--- config.mk ---
export PLATFORM = sky130hd
export DESIGN_NAME = gamepad_thruster_mixer
export DESIGN_NICKNAME = d
export VERILOG_FILES = /design/src/gtm_pkg.sv /design/src/gamepad_thruster_mixer.sv /design/src/gtm_in_stage.sv /design/src/gtm_core.sv /design/src/gtm_out_buf.sv
export SDC_FILE = /design/constraint.sdc
export NUM_CORES = 1
export LEC_CHECK = 0
export ABC_CLOCK_PERIOD_IN_PS = 5700
export BUFFER_PORTS_ARGS = -buffer_cell sky130_fd_sc_hd__buf_2
export CAP_MARGIN = 15
export CORE_AREA = 3 3 189 265
export CTS_BUF_LIST = sky130_fd_sc_hd__clkbuf_8
export DETAILED_ROUTE_END_ITERATION = 8
export DIE_AREA = 0 0 192 268
export PLACE_DENSITY_LB_ADDON = 0.1
export SLEW_MARGIN = 30
export SYNTH_ARGS = -nofsm -noshare
export SYNTH_HDL_FRONTEND = slang
export SYNTH_SLANG_ARGS = --single-unit
--- constraint.sdc ---
create_clock -name clk -period 5.7 [get_ports clk]
set_clock_uncertainty 0.1 [all_clocks]
set_input_delay 0.285 -clock clk [delete_from_list [all_inputs] [get_ports clk]]
set_output_delay 0.285 -clock clk [all_outputs]
set_load 0.005 [all_outputs]
--- src/gtm_pkg.sv ---
// shared constants, types and codes for the gamepad thruster mixer
`timescale 1ns / 1ps

package gtm_pkg;

    // latched axis width
    localparam int VALUE_WIDTH = 16;

    // mix arithmetic width, wide enough for 2 * (256 - fwd - turn)
    localparam int CH_W = ((VALUE_WIDTH > 10) ? VALUE_WIDTH : 10) + 3;

    // field widths
    localparam int FUNC_W  = 2;
    localparam int CODE_W  = 10;
    localparam int RAW_W   = 16;
    localparam int CMD_W   = 11;
    localparam int NUM_CH  = 4;
    localparam int CH_IDX_W = 2;
    localparam int CFG_W   = 16;
    localparam int CFG_IDX_W = 2;

    // item kinds
    localparam logic [FUNC_W-1:0] FUNC_AXIS   = 2'd0;
    localparam logic [FUNC_W-1:0] FUNC_BUTTON = 2'd1;
    localparam logic [FUNC_W-1:0] FUNC_TICK   = 2'd2;

    // event codes
    localparam logic [CODE_W-1:0] CODE_FWD   = 10'd1;
    localparam logic [CODE_W-1:0] CODE_LTRIG = 10'd2;
    localparam logic [CODE_W-1:0] CODE_TURN  = 10'd3;
    localparam logic [CODE_W-1:0] CODE_RTRIG = 10'd5;
    localparam logic [CODE_W-1:0] CODE_LBTN  = 10'h136;
    localparam logic [CODE_W-1:0] CODE_RBTN  = 10'h137;

    // configuration register indexes
    localparam logic [CFG_IDX_W-1:0] REG_DEADZONE     = 2'd0;
    localparam logic [CFG_IDX_W-1:0] REG_OUTPUT_LIMIT = 2'd1;
    localparam logic [CFG_IDX_W-1:0] REG_SEND_PERIOD  = 2'd2;
    localparam logic [CFG_IDX_W-1:0] REG_BUTTON_LEVEL = 2'd3;

    // configuration reset values
    localparam logic [7:0]  DEADZONE_RST     = 8'd20;
    localparam logic [9:0]  OUTPUT_LIMIT_RST = 10'd200;
    localparam logic [15:0] SEND_PERIOD_RST  = 16'd100;
    localparam logic [7:0]  BUTTON_LEVEL_RST = 8'd250;

    // mixing constants
    localparam int MIX_CENTER = 128;
    localparam int WARN_LEVEL = 1000;
    localparam logic [NUM_CH-1:0]   ARM_RST  = 4'hF;
    localparam logic [15:0]         TICK_MAX = 16'hFFFF;
    localparam logic [CH_IDX_W-1:0] LAST_CH  = 2'd3;

    // one accepted input request
    typedef struct packed {
        logic [FUNC_W-1:0]       func;
        logic [CODE_W-1:0]       code;
        logic signed [RAW_W-1:0] value;
    } item_t;

    // result of one firing, handed to the output buffer
    typedef struct packed {
        logic                         status;
        logic                         warn;
        logic [NUM_CH-1:0]            mask;
        logic [NUM_CH-1:0][CMD_W-1:0] cmd;
    } fire_t;

endpackage

--- src/gamepad_thruster_mixer.sv ---
// top level of the gamepad thruster mixer
//
//  channel | handshake           | payload
//  --------+---------------------+-----------------------------------------------
//  in      | in_valid / in_stall | func, code, value
//  out     | out_valid/out_stall | kind, channel, command, arm_status,
//          |                     | reconnect_warning, last
//  cfg     | cfg_we              | cfg_index, cfg_data
//
// a request is mixed straight out of the input register, so its first result
// is registered in the result buffer and can leave while out_stall is low
// axis and button events go through at one per cycle; ticks do too while the
// result buffer is empty; a firing puts out one status result or four
// commands, one per cycle while out_stall is low; any further tick waits in
// the input register until the last of them leaves; reset clears control
// and valid state asynchronously; config registers return to their defaults
`timescale 1ns / 1ps

module gamepad_thruster_mixer
(
    input  logic                                 clk,
    input  logic                                 rst_n,
    input  logic                                 cfg_we,
    input  logic [gtm_pkg::CFG_IDX_W-1:0]        cfg_index,
    input  logic [gtm_pkg::CFG_W-1:0]            cfg_data,
    input  logic                                 in_valid,
    output logic                                 in_stall,
    input  logic [gtm_pkg::FUNC_W-1:0]           func,
    input  logic [gtm_pkg::CODE_W-1:0]           code,
    input  logic signed [gtm_pkg::RAW_W-1:0]     value,
    output logic                                 out_valid,
    input  logic                                 out_stall,
    output logic                                 kind,
    output logic [gtm_pkg::CH_IDX_W-1:0]         channel,
    output logic signed [gtm_pkg::CMD_W-1:0]     command,
    output logic [gtm_pkg::NUM_CH-1:0]           arm_status,
    output logic                                 reconnect_warning,
    output logic                                 last
);

    gtm_pkg::item_t in_item;
    gtm_pkg::item_t item;
    gtm_pkg::fire_t fire_data;
    logic           item_valid;
    logic           take;
    logic           fire;
    logic           free;

    assign in_item.func  = func;
    assign in_item.code  = code;
    assign in_item.value = value;

    // a tick may fire, so it waits for room in the result buffer
    assign take = item_valid && ((item.func != gtm_pkg::FUNC_TICK) || free);

    gtm_in_stage u_in_stage
    (
        .clk        (clk),
        .rst_n      (rst_n),
        .in_valid   (in_valid),
        .in_stall   (in_stall),
        .in_item    (in_item),
        .take       (take),
        .item_valid (item_valid),
        .item       (item)
    );

    gtm_core u_core
    (
        .clk       (clk),
        .rst_n     (rst_n),
        .cfg_we    (cfg_we),
        .cfg_index (cfg_index),
        .cfg_data  (cfg_data),
        .take      (take),
        .item      (item),
        .fire      (fire),
        .fire_data (fire_data)
    );

    gtm_out_buf u_out_buf
    (
        .clk               (clk),
        .rst_n             (rst_n),
        .fire              (fire),
        .fire_data         (fire_data),
        .free              (free),
        .out_valid         (out_valid),
        .out_stall         (out_stall),
        .kind              (kind),
        .channel           (channel),
        .command           (command),
        .arm_status        (arm_status),
        .reconnect_warning (reconnect_warning),
        .last              (last)
    );

    // a status result stands alone and always carries a nonzero mask
    a_status_last: assert property (@(posedge clk) disable iff (!rst_n)
        out_valid && kind |-> last && (arm_status != '0))
        else $error("status result not last or mask empty");

    // a held request means the result buffer is still busy
    a_hold_busy: assert property (@(posedge clk) disable iff (!rst_n)
        item_valid && !take |-> out_valid)
        else $error("request held with empty result buffer");

    // a firing is never loaded over results still draining
    a_no_overrun: assert property (@(posedge clk) disable iff (!rst_n)
        fire |-> free)
        else $error("firing loaded while buffer busy");

    // a command run continues without a gap until its last result
    a_run_cont: assert property (@(posedge clk) disable iff (!rst_n)
        out_valid && !out_stall && !last |=> out_valid && !kind
            && (channel == $past(channel) + 1'b1))
        else $error("command run broken");

endmodule

--- src/gtm_in_stage.sv ---
// input register stage with stall back to the source
`timescale 1ns / 1ps

module gtm_in_stage
(
    input  logic           clk,
    input  logic           rst_n,
    input  logic           in_valid,
    output logic           in_stall,
    input  gtm_pkg::item_t in_item,
    input  logic           take,
    output logic           item_valid,
    output gtm_pkg::item_t item
);

    logic           valid_reg;
    logic           valid_next;
    gtm_pkg::item_t item_reg;
    logic           load;

    // hold while the registered request is not consumed
    assign in_stall = valid_reg && !take;
    assign load     = in_valid && !in_stall;

    // occupancy
    always_comb
    begin
        if (load)
        begin
            valid_next = 1'b1;
        end
        else if (take)
        begin
            valid_next = 1'b0;
        end
        else
        begin
            valid_next = valid_reg;
        end
    end

    always_ff @(posedge clk or negedge rst_n)
    begin
        if (!rst_n)
        begin
            valid_reg <= 1'b0;
        end
        else
        begin
            valid_reg <= valid_next;
        end
    end

    // payload capture
    always_ff @(posedge clk)
    begin
        if (load)
        begin
            item_reg <= in_item;
        end
    end

    assign item_valid = valid_reg;
    assign item       = item_reg;

endmodule

--- src/gtm_core.sv ---
// configuration, latched controls, tick timer, channel mixing and shaping
`timescale 1ns / 1ps

module gtm_core
(
    input  logic                            clk,
    input  logic                            rst_n,
    input  logic                            cfg_we,
    input  logic [gtm_pkg::CFG_IDX_W-1:0]   cfg_index,
    input  logic [gtm_pkg::CFG_W-1:0]       cfg_data,
    input  logic                            take,
    input  gtm_pkg::item_t                  item,
    output logic                            fire,
    output gtm_pkg::fire_t                  fire_data
);

    localparam int VW    = gtm_pkg::VALUE_WIDTH;
    localparam int CW    = gtm_pkg::CH_W;
    localparam int CMDW  = gtm_pkg::CMD_W;
    localparam int NCH   = gtm_pkg::NUM_CH;
    localparam logic signed [CW-1:0] CENTER2  = CW'(2 * gtm_pkg::MIX_CENTER);
    localparam logic signed [CW-1:0] WARN_POS = CW'(gtm_pkg::WARN_LEVEL);
    localparam logic signed [CW-1:0] WARN_NEG = -CW'(gtm_pkg::WARN_LEVEL);

    // deadzone and clamp for one channel; top bit flags the deadzone
    function automatic logic [CMDW:0] shape_ch(input logic signed [CW-1:0] v,
                                               input logic [7:0] dz,
                                               input logic [9:0] lim);
        logic signed [CW-1:0]   mag;
        logic signed [CW-1:0]   lim_x;
        logic signed [CW-1:0]   lim_n;
        logic                   in_dz;
        logic signed [CMDW-1:0] cmd;
        mag   = (v < 0) ? -v : v;
        lim_x = $signed({{(CW-10){1'b0}}, lim});
        lim_n = -lim_x;
        in_dz = (mag == '0) || (mag < $signed({{(CW-8){1'b0}}, dz}));
        if (in_dz)
        begin
            cmd = '0;
        end
        else if (v > lim_x)
        begin
            cmd = lim_x[CMDW-1:0];
        end
        else if (v < lim_n)
        begin
            cmd = lim_n[CMDW-1:0];
        end
        else
        begin
            cmd = v[CMDW-1:0];
        end
        return {in_dz, cmd};
    endfunction

    // configuration registers
    logic [7:0]  deadzone_reg,     deadzone_next;
    logic [9:0]  output_limit_reg, output_limit_next;
    logic [15:0] send_period_reg,  send_period_next;
    logic [7:0]  button_level_reg, button_level_next;

    // control state
    logic signed [VW-1:0] fwd_reg,   fwd_next;
    logic signed [VW-1:0] turn_reg,  turn_next;
    logic signed [VW-1:0] lint_reg,  lint_next;
    logic signed [VW-1:0] rint_reg,  rint_next;
    logic [7:0]           lout_reg,  lout_next;
    logic [7:0]           rout_reg,  rout_next;
    logic [NCH-1:0]       mask_reg,  mask_next;
    logic [15:0]          ticks_reg, ticks_next;

    logic signed [VW-1:0] axis_val;
    logic [7:0]           btn_lvl;
    logic [15:0]          ticks_inc;
    logic                 fire_now;

    logic signed [CW-1:0] fwd_x, turn_x, lint_x, rint_x, lout_x, rout_x;
    logic signed [CW-1:0] diff;
    logic signed [CW-1:0] mix [NCH];
    logic [NCH-1:0]       dz_hit;
    logic [NCH-1:0][CMDW-1:0] cmds;
    logic [NCH-1:0]       mask_fired;

    // register writes
    always_comb
    begin
        deadzone_next     = deadzone_reg;
        output_limit_next = output_limit_reg;
        send_period_next  = send_period_reg;
        button_level_next = button_level_reg;
        if (cfg_we)
        begin
            unique case (cfg_index)
                gtm_pkg::REG_DEADZONE:     deadzone_next     = cfg_data[7:0];
                gtm_pkg::REG_OUTPUT_LIMIT: output_limit_next = cfg_data[9:0];
                gtm_pkg::REG_SEND_PERIOD:  send_period_next  = cfg_data[15:0];
                gtm_pkg::REG_BUTTON_LEVEL: button_level_next = cfg_data[7:0];
                default: ;
            endcase
        end
    end

    // channel mixing from the latched controls
    always_comb
    begin
        fwd_x  = CW'(fwd_reg);
        turn_x = CW'(turn_reg);
        lint_x = CW'(lint_reg);
        rint_x = CW'(rint_reg);
        lout_x = $signed({{(CW-8){1'b0}}, lout_reg});
        rout_x = $signed({{(CW-8){1'b0}}, rout_reg});
        diff   = turn_x - fwd_x;
        mix[0] = diff <<< 1;
        mix[1] = (CENTER2 - fwd_x - turn_x) <<< 1;
        mix[2] = (rint_x - rout_x) <<< 1;
        mix[3] = (lint_x - lout_x) <<< 1;
    end

    // deadzone and clamp on every channel
    always_comb
    begin
        for (int i = 0; i < NCH; i++)
        begin
            {dz_hit[i], cmds[i]} = shape_ch(mix[i], deadzone_reg, output_limit_reg);
        end
    end

    assign mask_fired = mask_reg & ~dz_hit;

    // saturating tick count and fire decision
    assign ticks_inc = (ticks_reg == gtm_pkg::TICK_MAX) ? ticks_reg : ticks_reg + 16'd1;
    assign fire_now  = take && (item.func == gtm_pkg::FUNC_TICK)
                       && (ticks_inc > send_period_reg);

    assign axis_val = VW'(item.value);
    assign btn_lvl  = (item.value != '0) ? button_level_reg : 8'd0;

    // state update per consumed request
    always_comb
    begin
        fwd_next   = fwd_reg;
        turn_next  = turn_reg;
        lint_next  = lint_reg;
        rint_next  = rint_reg;
        lout_next  = lout_reg;
        rout_next  = rout_reg;
        mask_next  = mask_reg;
        ticks_next = ticks_reg;
        if (take)
        begin
            unique case (item.func)
                gtm_pkg::FUNC_AXIS:
                begin
                    unique case (item.code)
                        gtm_pkg::CODE_FWD:   fwd_next  = axis_val;
                        gtm_pkg::CODE_TURN:  turn_next = axis_val;
                        gtm_pkg::CODE_LTRIG: lint_next = axis_val;
                        gtm_pkg::CODE_RTRIG: rint_next = axis_val;
                        default: ;
                    endcase
                end
                gtm_pkg::FUNC_BUTTON:
                begin
                    unique case (item.code)
                        gtm_pkg::CODE_LBTN: lout_next = btn_lvl;
                        gtm_pkg::CODE_RBTN: rout_next = btn_lvl;
                        default: ;
                    endcase
                end
                gtm_pkg::FUNC_TICK:
                begin
                    if (fire_now)
                    begin
                        ticks_next = '0;
                        mask_next  = mask_fired;
                    end
                    else
                    begin
                        ticks_next = ticks_inc;
                    end
                end
                default: ;
            endcase
        end
    end

    always_ff @(posedge clk or negedge rst_n)
    begin
        if (!rst_n)
        begin
            deadzone_reg     <= gtm_pkg::DEADZONE_RST;
            output_limit_reg <= gtm_pkg::OUTPUT_LIMIT_RST;
            send_period_reg  <= gtm_pkg::SEND_PERIOD_RST;
            button_level_reg <= gtm_pkg::BUTTON_LEVEL_RST;
            fwd_reg          <= '0;
            turn_reg         <= '0;
            lint_reg         <= '0;
            rint_reg         <= '0;
            lout_reg         <= '0;
            rout_reg         <= '0;
            mask_reg         <= gtm_pkg::ARM_RST;
            ticks_reg        <= '0;
        end
        else
        begin
            deadzone_reg     <= deadzone_next;
            output_limit_reg <= output_limit_next;
            send_period_reg  <= send_period_next;
            button_level_reg <= button_level_next;
            fwd_reg          <= fwd_next;
            turn_reg         <= turn_next;
            lint_reg         <= lint_next;
            rint_reg         <= rint_next;
            lout_reg         <= lout_next;
            rout_reg         <= rout_next;
            mask_reg         <= mask_next;
            ticks_reg        <= ticks_next;
        end
    end

    // firing result
    assign fire             = fire_now;
    assign fire_data.status = (mask_fired != '0);
    assign fire_data.warn   = (diff > WARN_POS) || (diff < WARN_NEG);
    assign fire_data.mask   = mask_fired;
    assign fire_data.cmd    = cmds;

endmodule

--- src/gtm_out_buf.sv ---
// result register that drains one firing as one status or four commands
`timescale 1ns / 1ps

module gtm_out_buf
(
    input  logic                                 clk,
    input  logic                                 rst_n,
    input  logic                                 fire,
    input  gtm_pkg::fire_t                       fire_data,
    output logic                                 free,
    output logic                                 out_valid,
    input  logic                                 out_stall,
    output logic                                 kind,
    output logic [gtm_pkg::CH_IDX_W-1:0]         channel,
    output logic signed [gtm_pkg::CMD_W-1:0]     command,
    output logic [gtm_pkg::NUM_CH-1:0]           arm_status,
    output logic                                 reconnect_warning,
    output logic                                 last
);

    logic                          valid_reg, valid_next;
    logic [gtm_pkg::CH_IDX_W-1:0]  idx_reg,   idx_next;
    gtm_pkg::fire_t                data_reg;
    logic                          is_last;
    logic                          sent;

    assign is_last = data_reg.status || (idx_reg == gtm_pkg::LAST_CH);
    assign sent    = valid_reg && !out_stall;

    // room for a new firing while empty or once the final result leaves
    assign free = !valid_reg || (sent && is_last);

    // drain sequencing
    always_comb
    begin
        valid_next = valid_reg;
        idx_next   = idx_reg;
        if (fire)
        begin
            valid_next = 1'b1;
            idx_next   = '0;
        end
        else if (sent)
        begin
            if (is_last)
            begin
                valid_next = 1'b0;
            end
            else
            begin
                idx_next = idx_reg + 1'b1;
            end
        end
    end

    always_ff @(posedge clk or negedge rst_n)
    begin
        if (!rst_n)
        begin
            valid_reg <= 1'b0;
            idx_reg   <= '0;
        end
        else
        begin
            valid_reg <= valid_next;
            idx_reg   <= idx_next;
        end
    end

    always_ff @(posedge clk)
    begin
        if (fire)
        begin
            data_reg <= fire_data;
        end
    end

    // result fields
    assign out_valid         = valid_reg;
    assign kind              = data_reg.status;
    assign channel           = data_reg.status ? '0 : idx_reg;
    assign command           = data_reg.status ? '0 : $signed(data_reg.cmd[idx_reg]);
    assign arm_status        = data_reg.status ? data_reg.mask : '0;
    assign reconnect_warning = data_reg.warn;
    assign last              = is_last;

endmodule

==> tab_implementation.tex <==
\begin{tabular}{lr}
\hline
Metric & Value \\
\hline
\multicolumn{2}{l}{\textbf{Layout}} \\
Area occupied by multi-input gates & 12270 um2 \\
Filler instances & 4686 \\
Area growth from synthesis to layout & 15.21\% \\
Number of flip-flops under the largest register name & 48 \\
Nets & 2576 \\
Proportion of layout cells with a drive suffix above 1 & 15.89\% \\
Register Area & 6018 um2 \\
\multicolumn{2}{l}{\textbf{Route}} \\
Number of iterations in the first detailed-routing pass & 7 \\
Final ANT Viol Nets & 0 \\
Per-cell via count in the routed design & 5.826 \\
Remaining DRCs & 1 \\
DR iter-0 viols & 942 \\
Total Routed Length & 64.02 mm \\
Via count & 17245 \\
Routed wirelength normalized by instance count & 21.63 um \\
\multicolumn{2}{l}{\textbf{GRT}} \\
Global-route wire length before repair & 98.08 mm \\
Vias in the first global route & 16985 \\
GRT Total Usage & 24.73\% \\
Total grt overflow & 0 \\
Largest net degree at the start of global routing & 81 \\
Initial antenna violation count & 2 \\
\multicolumn{2}{l}{\textbf{Synth}} \\
Post-Syn Area per Cell & 9.013 um2 \\
Post-synth EDFFs & 78 \\
Syn Nets & 2399 \\
Dominant cells by area after synthesis & sky130\_fd\_sc\_hd\_\_dfrtp\_1 17\%, sky130\_fd\_sc\_hd\_\_ha\_1 14\%, sky130\_fd\_sc\_hd\_\_edfxtp\_1 12\% \\
Syn Inst Count & 2121 \\
Post-synth top area share & 16.76\% \\
Sequential share of the synthesized area & 31.48\% \\
Async set-reset flop share out of synthesis & 65.18\% \\
Cell area after synthesis & 19120 um2 \\
Cell type with the largest total area after synthesis & sky130\_fd\_sc\_hd\_\_dfrtp\_1 \\
Post-synthesis register bit count & 224 \\
Library cells used by synthesis & 92 \\
Most used DFF post-synth & sky130\_fd\_sc\_hd\_\_dfrtp\_1 \\
Total number of yosys warnings & 0 \\
\multicolumn{2}{l}{\textbf{Clock network}} \\
Number of buffers inserted during clock tree synthesis & 39 \\
TritonCTS clock tree & done \\
Number of buffers on the longest clock path & 3 \\
CTS HTree Levels & 2 \\
Worst-Skew Late Latency & 0.62 ns \\
Clk sinks & 224 \\
Root buffer cell & sky130\_fd\_sc\_hd\_\_clkbuf\_8 \\
Post-CTS setup buffer count & 0 \\
Clock-pin transition on the worst setup and hold timing paths & 0.07 ns \\
\multicolumn{2}{l}{\textbf{Worst setup path}} \\
Signal arrival time at the worst endpoint & 5.70 ns \\
CP top delay family & compound AO/OA/AOI/OAI gates \\
Sum of buffers and inverters on the critical path & 3 \\
Cell type of the slowest stage on the worst timing path & sky130\_fd\_sc\_hd\_\_nor4b\_2 \\
Setup Crit Path Kind & register to register \\
Worst endpoint required time & 5.98 ns \\
Crit-path max FO & 19 \\
Ordered cell list for the critical path & inv\_1 > ha\_1 > fa\_1 > o21bai\_2 > nor4b\_2 > nor4b\_2 > o2111ai\_1 > and3\_1 > inv\_1 > ha\_1 > a21o\_1 > a21oi\_1 > nand2\_1 > a31oi\_1 > a21oi\_1 > o31ai\_1 > mux2i\_2 > buf\_12 > mux2i\_1 > nor2\_1 > a211oi\_1 \\
Endpoint kind of the worst setup timing path & register \\
Kind of launch point of the worst setup path & register \\
Slowest Stage Delay on Critical Path & 0.49 ns \\
\multicolumn{2}{l}{\textbf{Timing}} \\
Tcrit/Tclk final & 95.18\% \\
Final count of pins violating max slew & 0 \\
Setup repair after global routing missed its margin & false \\
Final period demand of the worst path & 5.425 ns \\
Final Hold Vio Count & 0 \\
Post-Route Setup TNS & 0 ns \\
Fin worst setup slack & 0.2750 ns \\
Relative slew margins & 37.96\% \\
Measured slew at the worst slew-check pin & 0.9266 ns \\
F\_max & 0.1843 GHz \\
Number of setup violations in the final report & 0 \\
\multicolumn{2}{l}{\textbf{Power}} \\
Leakage power & 10.09 nW \\
Power density over the cells & 247.5 nW/um2 \\
Share of power burned in the clock network & 27.3\% \\
Highest ir drop seen on vdd & 172.5 uV \\
Total net switching power & 2.049 mW \\
Switch share & 37.59\% \\
Internal power consumption & 3.402 mW \\
Fraction of power consumed by sequential logic & 36.2\% \\
Combinational fraction of design power & 36.5\% \\
\multicolumn{2}{l}{\textbf{Run status}} \\
Violated checks & design-rule violations \\
Status & finished, violations left \\
\multicolumn{2}{l}{\textbf{Die}} \\
Row cnt & 95 \\
Die area & 51460 um2 \\
Die boundary height & 268 um \\
Horiz. Die Dim & 192 um \\
Initial core utilization & 39.91\% \\
I/O pin cnt & 73 \\
Core region area & 47900 um2 \\
\multicolumn{2}{l}{\textbf{Place}} \\
Half-perimeter wire length of the detailed placement result & 49.82 mm \\
Count of input and output buffers & 72 \\
Setup slack at placement & 0.2250 ns \\
Final weighted congestion in routability-driven placement & 0.9337 \\
\multicolumn{2}{l}{\textbf{Worst hold path}} \\
Hold WC Path Type & primary input to register \\
\multicolumn{2}{l}{\textbf{Run}} \\
Maxcap violations & 0 \\
\hline
\end{tabular}
-- layer usage --
layer	track usage [%]	part of all wire, %
met1	29.42	40
met3	3.080	4.1
met5	0	0
met4	10.28	4.1
met2	44.81	51
-- final timing paths --
| check | slack [ns] | to | cells after the start | start |
|---|---|---|---|---|
| min | 0.05 | u_core.deadzone_reg[4] | 5 | cfg_index[0] |
| max reg2reg | 0.27 | u_out_buf.data_reg[4] | 21 | u_core.turn_reg[0] |
| min in group asynchronous | 0.20 | u_core.ticks_reg[8] | 2 | rst_n |
| max in group asynchronous | 3.85 | u_core.fwd_reg[5] | 3 | rst_n |
| min reg2reg | 0.37 | u_core.mask_reg[1] | 2 | u_core.mask_reg[1] |
| max | 0.27 | u_out_buf.data_reg[4] | 21 | u_core.turn_reg[0] |
-- cells in the mapped netlist (all sizes together) (33+ instances only) --
library cell and n:
o21a 44, xnor2 42, nand3 44, ha 220, nand2b 33, clkbuf 59
nor3 55, edfxtp 78, a21oi 117, nand2 160, dfrtp 128, o21ai 154
nor2b 54, nor2 140, a21o 36, mux2 73, a211oi 44, inv 164
-- layout by cell type (no fill, tap or decap), types with 11 or more instances in the layout --
| master | synthesis | routed |
|---|---|---|
| sky130_fd_sc_hd__ha_1 | 220 | 220 |
| sky130_fd_sc_hd__inv_1 | 159 | 166 |
| sky130_fd_sc_hd__nand2_1 | 160 | 159 |
| sky130_fd_sc_hd__o21ai_0 | 152 | 152 |
| sky130_fd_sc_hd__nor2_1 | 140 | 138 |
| sky130_fd_sc_hd__dfrtp_1 | 128 | 128 |
| sky130_fd_sc_hd__a21oi_1 | 117 | 117 |
| sky130_fd_sc_hd__buf_4 | 0 | 83 |
| sky130_fd_sc_hd__edfxtp_1 | 78 | 78 |
| sky130_fd_sc_hd__mux2_2 | 73 | 73 |
| sky130_fd_sc_hd__buf_2 | 6 | 71 |
| sky130_fd_sc_hd__nor3_1 | 55 | 54 |
| sky130_fd_sc_hd__nor2b_1 | 54 | 53 |
| sky130_fd_sc_hd__dlygate4sd3_1 | 0 | 48 |
| sky130_fd_sc_hd__o21a_1 | 44 | 44 |
| sky130_fd_sc_hd__nand3_1 | 44 | 44 |
| sky130_fd_sc_hd__a211oi_1 | 44 | 42 |
| sky130_fd_sc_hd__xnor2_1 | 41 | 41 |
| sky130_fd_sc_hd__clkbuf_8 | 0 | 41 |
| sky130_fd_sc_hd__a21o_1 | 36 | 36 |
| sky130_fd_sc_hd__nand2b_1 | 33 | 33 |
| sky130_fd_sc_hd__nand4_1 | 28 | 28 |
| sky130_fd_sc_hd__xor2_1 | 27 | 27 |
| sky130_fd_sc_hd__mux2i_1 | 27 | 26 |
| sky130_fd_sc_hd__a31oi_1 | 24 | 24 |
| sky130_fd_sc_hd__or3_1 | 21 | 21 |
| sky130_fd_sc_hd__o31ai_1 | 20 | 20 |
| sky130_fd_sc_hd__nor4_1 | 20 | 19 |
| sky130_fd_sc_hd__o211ai_1 | 19 | 19 |
| sky130_fd_sc_hd__and2_1 | 19 | 19 |
| sky130_fd_sc_hd__dfstp_2 | 18 | 18 |
| sky130_fd_sc_hd__or2_2 | 14 | 14 |
| sky130_fd_sc_hd__and3_1 | 12 | 12 |
| sky130_fd_sc_hd__nor3b_1 | 12 | 11 |
| sky130_fd_sc_hd__mux4_2 | 11 | 11 |
-- power by group through the flow --
stage	sequential (mW)	clock (mW)	combinational [mW]
after floorplan	1.90	0	1.28
after global placement	2.00	0	1.92
after detailed placement	2.00	0	1.94
after CTS	1.98	1.55	1.98
after global routing	1.98	1.62	2.18
final	1.97	1.49	1.99
-- cell type report --
cell class / count / area share (%)
clock inverters: 31 / 0.9602
multi-input cells: 1661 / 55.71
well taps: 630 / 3.579
diodes: 1 / 0.01136
inverters: 165 / 2.812
repair buffers: 207 / 7.039
clock buffers: 41 / 2.562
flip-flops and latches: 224 / 27.33
-- per-stage QoR --
stage                     area [um2]  utilization, %  power [mW]  instances  hold WS (ns)
after CTS                      22000           45.93       5.502       2959      0.006459
final                          22020           45.97       5.452       2960       0.05336
after global routing           22020           45.97       5.785       2960       0.05648
after detailed placement       20750           43.31       3.947       2839        0.3109
after floorplan                19120               -       3.184       2121       -0.1106
after global placement         20750           43.31       3.919       2839        0.3028
-- tightest hold or removal path: cells and delay by family --
kind	cells	cell delay (ns)
AOI/OAI and AO/OA	1	0.07
buffers and inverters	2	0.27
and+or+nand+nor	2	0.12
-- cell families after synthesis --
kind of cell,count (synthesis),share of synthesized area [%]
buf+inv,236,4.673
fa+ha+maj,227,15.13
mux,111,7.010
simple gates,664,17.89
flops,224,31.48
compound gates,589,20.49
xor+xnor,70,3.319
-- what timing repair did --
| item | in CTS | in global routing |
|---|---|---|
| hold endpoints to repair | 134 | 0 |
| hold buffers | 48 | 0 |
| gates resized for setup | 0 | 4 |
| endpoints found under the setup margin | 0 | 23 |
Power figures use the tool's default switching activity.
